===== src/pvh_pkg.sv =====
// shared types and constants for the polyval hash block
package pvh_pkg;

   localparam int unsigned WORD_W   = 64;
   localparam int unsigned FIELD_W  = 128;
   localparam int unsigned DIGIT_W  = 16;
   localparam int unsigned DIGITS   = FIELD_W / DIGIT_W;
   localparam int unsigned CNT_W    = $clog2(DIGITS);
   localparam int unsigned WIDE_W   = FIELD_W + DIGIT_W;

   // reduction taps of x^128 + x^127 + x^126 + x^121 + 1 above bit 0
   localparam int unsigned TAP_A = 121;
   localparam int unsigned TAP_B = 126;
   localparam int unsigned TAP_C = 127;
   localparam int unsigned TAP_D = 128;

   localparam logic CSR_KEY_LOW  = 1'b0;
   localparam logic CSR_KEY_HIGH = 1'b1;

   typedef struct packed {
      logic [WORD_W-1:0] block_low;
      logic [WORD_W-1:0] block_high;
      logic              last_block;
   } req_type;

   typedef struct packed {
      logic [WORD_W-1:0] digest_low;
      logic [WORD_W-1:0] digest_high;
   } rsp_type;

   typedef enum logic [1:0] {
      ST_IDLE = 2'b01,
      ST_BUSY = 2'b10
   } state_type;

endpackage


===== src/polyval_hash.sv =====
// polyval hash top level: key registers, accumulator and digit sequencer
//
//   channel  direction  handshake          payload
//   req      in         req_valid/ready    req_data  (block halves, last flag)
//   rsp      out        rsp_valid/ready    rsp_data  (digest halves)
//   csr      in         csr_write          csr_index, csr_wdata (key halves)
//
// each block is worked through one 16-bit digit at a time in the multiply-reduce
// unit once it is accepted; req_ready is high only while idle.
// reset is synchronous and clears the key, accumulator and control state.
// a last block whose digest finds the output register still full holds its
// final step until the output beat is taken.
module polyval_hash
   import pvh_pkg::*;
(
   input  logic                clock,
   input  logic                reset,
   input  logic                req_valid,
   output logic                req_ready,
   input  req_type             req_data,
   output logic                rsp_valid,
   input  logic                rsp_ready,
   output rsp_type             rsp_data,
   input  logic                csr_write,
   input  logic                csr_index,
   input  logic [WORD_W-1:0]   csr_wdata
);

   state_type          state_ff, state_in;
   logic [CNT_W-1:0]   cnt_ff, cnt_in;
   logic [FIELD_W-1:0] key_ff, key_in;
   logic [FIELD_W-1:0] acc_ff, acc_in;
   logic [FIELD_W-1:0] opa_ff, opa_in;
   logic [FIELD_W-1:0] prod_ff, prod_in;
   logic               last_ff, last_in;
   logic               rsp_valid_ff, rsp_valid_in;
   rsp_type            rsp_data_ff, rsp_data_in;
   logic [FIELD_W-1:0] step_out;
   logic               final_step;
   logic               advance;
   logic               req_beat;
   logic               rsp_beat;

   pvh_step u_step (
      .prod      (prod_ff),
      .digit     (opa_ff[DIGIT_W-1:0]),
      .key       (key_ff),
      .prod_next (step_out)
   );

   assign req_ready  = (state_ff == ST_IDLE);
   assign req_beat   = req_valid && req_ready;
   assign rsp_beat   = rsp_valid_ff && rsp_ready;
   assign final_step = (cnt_ff == CNT_W'(DIGITS - 1));
   assign advance    = (state_ff == ST_BUSY)
                     && !(final_step && last_ff && rsp_valid_ff && !rsp_ready);

   always_comb begin
      state_in     = state_ff;
      cnt_in       = cnt_ff;
      key_in       = key_ff;
      acc_in       = acc_ff;
      opa_in       = opa_ff;
      prod_in      = prod_ff;
      last_in      = last_ff;
      rsp_valid_in = rsp_valid_ff && !rsp_beat;
      rsp_data_in  = rsp_data_ff;

      if (csr_write) begin
         case (csr_index)
            CSR_KEY_LOW:  key_in[WORD_W-1:0]       = csr_wdata;
            CSR_KEY_HIGH: key_in[FIELD_W-1:WORD_W] = csr_wdata;
            default:      key_in                   = key_ff;
         endcase
      end

      case (state_ff)
         ST_IDLE: begin
            if (req_beat) begin
               opa_in   = acc_ff ^ {req_data.block_high, req_data.block_low};
               prod_in  = '0;
               last_in  = req_data.last_block;
               cnt_in   = '0;
               state_in = ST_BUSY;
            end
         end
         ST_BUSY: begin
            if (advance) begin
               prod_in = step_out;
               opa_in  = opa_ff >> DIGIT_W;
               cnt_in  = cnt_ff + CNT_W'(1);
               if (final_step) begin
                  state_in = ST_IDLE;
                  cnt_in   = '0;
                  if (last_ff) begin
                     acc_in       = '0;
                     rsp_valid_in = 1'b1;
                     rsp_data_in.digest_low  = step_out[WORD_W-1:0];
                     rsp_data_in.digest_high = step_out[FIELD_W-1:WORD_W];
                  end else begin
                     acc_in = step_out;
                  end
               end
            end
         end
         default: begin
            state_in = ST_IDLE;
            cnt_in   = '0;
         end
      endcase
   end

   always_ff @(posedge clock) begin
      if (reset) begin
         state_ff     <= ST_IDLE;
         cnt_ff       <= '0;
         key_ff       <= '0;
         acc_ff       <= '0;
         rsp_valid_ff <= 1'b0;
      end else begin
         state_ff     <= state_in;
         cnt_ff       <= cnt_in;
         key_ff       <= key_in;
         acc_ff       <= acc_in;
         rsp_valid_ff <= rsp_valid_in;
      end
   end

   always_ff @(posedge clock) begin
      opa_ff      <= opa_in;
      prod_ff     <= prod_in;
      last_ff     <= last_in;
      rsp_data_ff <= rsp_data_in;
   end

   assign rsp_valid = rsp_valid_ff;
   assign rsp_data  = rsp_data_ff;

   // accepted beat starts the sequencer
   a_req_starts: assert property (@(posedge clock) disable iff (reset)
      req_beat |=> (state_ff == ST_BUSY) && (cnt_ff == '0))
      else $error("accepted beat did not start the digit sequence");

   // a new digest beat only comes from a finishing last block
   a_rsp_source: assert property (@(posedge clock) disable iff (reset)
      $rose(rsp_valid_ff) |-> $past(state_ff == ST_BUSY) && $past(last_ff))
      else $error("digest beat without a finished last block");

   // the digit counter rests at zero while idle
   a_idle_cnt: assert property (@(posedge clock) disable iff (reset)
      (state_ff == ST_IDLE) |-> (cnt_ff == '0))
      else $error("digit counter not cleared while idle");

   // a pending digest is never overwritten
   a_no_overrun: assert property (@(posedge clock) disable iff (reset)
      (rsp_valid_ff && !rsp_ready) |=> rsp_valid_ff && $stable(rsp_data_ff))
      else $error("pending digest lost or changed");

endmodule


===== src/pvh_step.sv =====
// one digit step of the interleaved carry-less montgomery multiply
module pvh_step
   import pvh_pkg::*;
(
   input  logic [FIELD_W-1:0] prod,
   input  logic [DIGIT_W-1:0] digit,
   input  logic [FIELD_W-1:0] key,
   output logic [FIELD_W-1:0] prod_next
);

   logic [WIDE_W-1:0]  part;
   logic [WIDE_W-1:0]  wide;
   logic [WIDE_W-1:0]  red;
   logic [DIGIT_W-1:0] m;

   always_comb begin
      part = '0;
      for (int i = 0; i < DIGIT_W; i++) begin
         if (digit[i]) begin
            part = part ^ ({{DIGIT_W{1'b0}}, key} << i);
         end
      end
      wide = part ^ {{DIGIT_W{1'b0}}, prod};
      m    = wide[DIGIT_W-1:0];
      red  = wide
           ^ {{FIELD_W{1'b0}}, m}
           ^ ({{FIELD_W{1'b0}}, m} << TAP_A)
           ^ ({{FIELD_W{1'b0}}, m} << TAP_B)
           ^ ({{FIELD_W{1'b0}}, m} << TAP_C)
           ^ ({{FIELD_W{1'b0}}, m} << TAP_D);
      prod_next = red[WIDE_W-1:DIGIT_W];
   end

endmodule

===== config.mk =====
export PLATFORM = sky130hd
export DESIGN_NAME = polyval_hash
export DESIGN_NICKNAME = d
export VERILOG_FILES = /design/src/pvh_pkg.sv /design/src/polyval_hash.sv /design/src/pvh_step.sv
export SDC_FILE = /design/constraint.sdc
export NUM_CORES = 2
export LEC_CHECK = 0
export ABC_AREA = 0
export CORE_MARGIN = 4
export CORE_UTILIZATION = 23
export DETAILED_ROUTE_END_ITERATION = 8
export DONT_BUFFER_PORTS = 1
export GPL_TIMING_DRIVEN = 0
export HOLD_SLACK_MARGIN = 0.08
export SLEW_MARGIN = 20
export SYNTH_ARGS = -nofsm -noshare
export SYNTH_HDL_FRONTEND = slang
export SYNTH_SLANG_ARGS = --single-unit

===== constraint.sdc =====
create_clock -name clock -period 14.35 [get_ports clock]
set_input_delay 1.435 -clock clock [delete_from_list [all_inputs] [get_ports clock]]
set_output_delay 1.435 -clock clock [all_outputs]
set_load 0.02 [all_outputs]

# Yosys cells after proc, flatten, opt, wreduce, memory -nomap -nowiden
# Index checks and enable logic that the tools add are counted.
[classes] addsub=1 eq_ne=6 mux=35 n_bitwise=23 reduce_logical=19
[op_table] cell="$mux W144" count=15
[op_table] cell="$mux W128" count=6
[op_table] cell="$pmux W128 S2" count=2
[op_table] cell="$xor A144 B137 Y144" count=2
[op_table] cell="$xor A144 B142 Y144" count=2
[op_table] cell="$xor A144 B143 Y144" count=2
[op_table] cell="$xor A144 B128 Y144" count=1
[op_table] cell="$xor A144 B129 Y144" count=1
[op_table] cell="$xor A144 B130 Y144" count=1
[op_table] cell="$xor A144 B131 Y144" count=1
[op_table] cell="$xor A144 B132 Y144" count=1
[op_table] cell="$xor A144 B133 Y144" count=1
[op_table] cell="$xor A144 B134 Y144" count=1
[op_table] cell="$xor A144 B135 Y144" count=1
[op_table] cell="$xor A144 B136 Y144" count=1
[op_table] cell="$xor A144 B138 Y144" count=1
[op_table] cell="$xor A144 B139 Y144" count=1
[op_table] cell="$xor A144 B140 Y144" count=1
[op_table] cell="$xor A144 B141 Y144" count=1
[op_table] cell="$xor A144 B144 Y144" count=1
[op_table] cell="$xor A144 B16 Y144" count=1
[op_table] cell="$xor A128 B128 Y128" count=1
[op_table] cell="$mux W3" count=3
[op_table] cell="$reduce_and A3 Y1" count=3
[op_table] cell="16 further kinds" count=33
[totals] reg_bits=647 in_bits=199 out_inout_bits=130 wordCells=95

# Longest topological paths before layout
[logic_depth] depth_word=39 mapped_depth=12 mapped_depth_nobuf=8

# Cells and area by module
# From an unflattened synthesis, not the netlist that was laid out.
[hier_totals] hier_cells=6689 hier_area_um2=52848.2
[by_module_without_submodules] mod="pvh_step" n_inst=1 cells_per_inst=4588 area_per_inst_um2=28177.0 seq_area_each_um2=0.0
[by_module_without_submodules] mod="polyval_hash" n_inst=1 cells_per_inst=2101 area_per_inst_um2=24671.2 seq_area_each_um2=16806.1

# Worst setup path before layout
# OpenSTA, ideal clock, no wires.
[synth_timing] path_type="input -> register" start="input port rsp_ready" end="register rsp_data_ff, in the netlist rsp_data[0] (enable)" setup_time_ns=0.773 arrival_ns=10.132 t_required_ns=13.577 slack_ns=3.445 stages=2 path_buffers=0 path_cell_list="nor2b_1 > nor3_1"
[synth_via] elab_chain_len=5
[synth_rtl] item="from (decl)" line="polyval_hash.sv:22" rtl="input logic rsp_ready,"
[synth_rtl] item="$logic_not A1 Y1" line="polyval_hash.sv:56" rtl="&& !(final_step && last_ff && rsp_valid_ff && !rsp_ready);"
[synth_rtl] item="$logic_and A1 B1 Y1" line="polyval_hash.sv:56"
[synth_rtl] item="$logic_not A1 Y1" line="polyval_hash.sv:56"
[synth_rtl] item="$logic_and A1 B1 Y1" line="polyval_hash.sv:56"
[synth_rtl] item="$reduce_and A4 Y1 (no line)"
[synth_rtl] item="to (signal assigned)" line="polyval_hash.sv:133" rtl="rsp_data_ff <= rsp_data_in;"
[synth_rtl] item="to (decl)" line="polyval_hash.sv:37" rtl="rsp_type rsp_data_ff, rsp_data_in;"
# Every way passes these cells.
# A chain may end at the register's enable or synchronous reset.

# Worst setup path in the final report
[layout_timing] start="register state_ff[0]" end="register rsp_data_ff, in the netlist rsp_data[71] (enable)"
[layout_via] elab_chain_len=3
[layout_rtl] item="from (decl)" line="polyval_hash.sv:29" rtl="state_type state_ff, state_in;"
[layout_rtl] item="from (signal assigned)" line="polyval_hash.sv:121" rtl="state_ff <= state_in;"
[layout_rtl] item="$eq A2 B2 Y1 (*)" line="polyval_hash.sv:55, polyval_hash.sv:77"
[layout_rtl] item="$logic_and A1 B1 Y1" line="polyval_hash.sv:56"
[layout_rtl] item="$reduce_and A4 Y1 (no line) (*)"
# Mark *: on every way between the ends. The rest lies on a longest branch, timed or not.

==> flow_summary_export.csv <==
group,metric,value,unit
status,status,"completed",
routing,postRouteAntennaNets,0,
clock_tree,insertion_delay,760,ps
routing,detail_route.wl_per_cell,29.19,um
global_routing,overflow,0,
critical_path,critPathSlowestCell,"nor3_2",
routing,dr.pass1.iters,8,
critical_path,max_stage_delay,620,ps
die,die_y,486.3,um
critical_path,start_kind,"flop",
yosys,synthArstFlopShare,0,%
critical_path,endpoint,"rsp_data[71]",
global_routing,grt_max_degree,58,
timing,rsz0062_at_grt,"false",
yosys,synth_most_common_cell,"nand2_1",
routing,routed_wl,288400,um
timing,finalCriticalPeriod,5146,ps
place,io_buffer_count,0,
global_routing,grt_pass1_vias,44030,
critical_path,worstSetupPathType,"reg -> reg",
clock_tree,post_cts_buffers,0,
power,p_leak,18.52,nW
critical_path,cp-startpoint,"state_ff[0]",
clock_tree,postCtsHoldBufs,0,
die,core-area,227500,sq um
clock_tree,cts_resized,0,
yosys,synth-edff-count,385,
place,dp_slack,9174,ps
yosys,synth_area_leaders,"xnor2_1, edfxtp_1, nand2_1, dfxtp_1, xor2_1",
die,rows,175,
yosys,ys_seq_elements,647,
clock_tree,cts_made_buffers,76,
critical_path,r2r_setup_slack,9200,ps
timing,tightest_slew,1428,ps
yosys,syn_avg_cell_area,7.913,sq um
clock_tree,cts.path.max_buffers,3,
clock_tree,clkTransAtPathRegs,70,ps
clock_tree,cts_sinks,647,
place,dp_cells,9687,
critical_path,cp_cell_sequence,"nand2b_1, clkbuf_1, clkbuf_2, nor3_2, buf_4, buf_4, buf_4, buf_4, buf_4, buf_4, buf_4, buf_4, buf_4, buf_4, buf_4, buf_4",
critical_path,r2r_end,"rsp_data[71]",
yosys,synth_area,52610,sq um
die,start_util,23.13,%
routing,vias,48360,
die,chipWidth,486.3,um
timing,hold_violations,0,
die,io_pins,329,
critical_path,path_depth,16,
critical_path,path_delay_family,"buffers and inverters",
routing,drt_iter0_drc,7796,
critical_path,endpoint_kind,"flop",
final_layout,syn2layout_area_growth,13.26,%
power,power_density,114.9,nW/um^2
global_routing,antenna_found_initial,36,
yosys,synth_flop_cell,"edfxtp_1",
run,max-cap-violations,0,
place,dp_hpwl,213000,um
global_routing,track_usage,23.38,%
clock_tree,htree_levels,3,
timing,fmax,0.1943,GHz
timing,fin_ws,9204,ps
clock_tree,tritoncts,"built",
final_layout,drive_above_1_share,4.913,%
final_layout,utilization,26.19,%
yosys,yosysSeqAreaShare,31.94,%
timing,period_share,35.86,%
timing,final_max_slew_viol_count,0,
critical_path,r2r-start,"state_ff[0]",
routing,vias_per_cell,4.895,
yosys,synth.distinct_cells,33,
timing,max_slew_margin,4.809,%
die,die_area,236500,sq um
timing,setup_viol,0,
yosys,yosysTopAreaCell,"xnor2_1",
clock_tree,ctsRootBufferMaster,"clkbuf_16",
critical_path,worstPathArrival,5560,ps
critical_path,r2r_cells,16,
critical_path,path_common_cell,"buf_4",
yosys,ys_warn_count,0,
yosys,yosys.area.top_type_share,23.67,%
global_routing,grt_pass1_wl,381500,um
place,gp_congestion,1.059,
final_layout,final_nets,6957,
critical_path,path_max_fanout,11,
critical_path,path_buf_inv,14,
yosys,syn-num-nets,6850,
timing,finClkSkew,54.92,ps
yosys,synthTopCellsByCount,"nand2_1, xnor2_1, xor2_1",
power,peakVddDrop,0.09164,mV
final_layout,layoutNonFillerInstCount,9880,
critical_path,cp.required,14770,ps
min_path,hold_class,"reg -> reg",
yosys,synthesis.instances,6649,
routing,drcViolationCount,0,
## cells in the final DEF (no fill, tap or decap), types with 109 or more instances in the layout
cell      Yosys  final
nand2_1    2419   2419
xnor2_1    1422   1420
xor2_1      517    517
clkbuf_1    407    392
edfxtp_1    385    385
dfxtp_1     262    262
nor2_1      254    254
a21oi_1     238    238
buf_2       112    144
xnor3_1     137    137
o21ai_0     112    112
inv_1       111    111
nor3_1      110    109
## per-layer routing
| metal | track usage, % | wire length [um] |
|---|---|---|
| met1 | 29.39 | 110600 |
| met2 | 32.01 | 113800 |
| met3 | 10.50 | 42820 |
| met4 | 15.15 | 21100 |
| met5 | 0.06124 | 34 |
## worst min path at each step
stage                      from          end  slack (ps)  cells after the start
floorplan           acc_ff[106]  acc_ff[106]         440                      2
finish              acc_ff[106]  acc_ff[106]         480                      2
CTS                 acc_ff[106]  acc_ff[106]         480                      2
detailed placement  acc_ff[106]  acc_ff[106]         470                      2
global placement    acc_ff[106]  acc_ff[106]         460                      2
global route        acc_ff[106]  acc_ff[106]         520                      2
## final cells by class
cell class,count,area (sq um)
Multi-Input combinational cell,5273,32950
Clock buffer,95,2107
Buffer,618,2544
Inverter,111,416.7
Sequential cell,647,16810
Timing Repair Buffer,29,431.7
Antenna cell,53,132.6
Fill cell,24840,167900
Tap cell,3009,3765
Clock inverter,45,431.7
## report_power, final
part | total (mW) | switching (mW) | internal (mW) | leakage [nW]
logic | 2.62 | 1.82 | 0.795 | 11.5
clock network | 2.05 | 0.933 | 1.12 | 1.22
registers | 2.18 | 0.0472 | 2.13 | 5.79
total | 6.85 | 2.80 | 4.04 | 18.5
## sequential cells by signal, summed over array words and instances, names as in the netlist
name	flops
last_ff	1
key_ff	128
rsp_valid	1
state_ff	2
cnt_ff	3
prod_ff	128
opa_ff	128
acc_ff	128
rsp_data	128
## kinds of logic (layout without fill, tap and decap cells)
family	Yosys count	after routing	synth area share, %
flip-flops	647	647	31.94
other	0	53	0
AO/OA/AOI/OAI	376	376	3.715
AND/OR/NAND/NOR	2814	2814	20.48
buffers and inverters	729	898	5.489
XOR/XNOR	2081	2081	38.33
adder cells (fa/ha/maj)	2	2	0.04755
## tightest hold or removal path: stages (launching register included)
cell and delay, ps:
dfxtp_1 320, nand2_1 60, a21oi_1 50
## per-stage QoR
| step | hold slack, ps | total power [mW] | TNS [ps] | cell area [sq um] |
|---|---|---|---|---|
| 2_1_floorplan | 444.3 | 3.609 | 0 | 52610 |
| 3_5_place_dp | 471.3 | 4.727 | 0 | 56890 |
| 5_1_grt | 519.0 | 6.998 | 0 | 59550 |
| 3_3_place_gp | 461.8 | 4.742 | -492210 | 56380 |
| 6_report | 482.2 | 6.846 | 0 | 59590 |
| 4_1_cts | 482.2 | 6.793 | 0 | 59430 |
No activity file was read; power rests on OpenSTA's default activity.
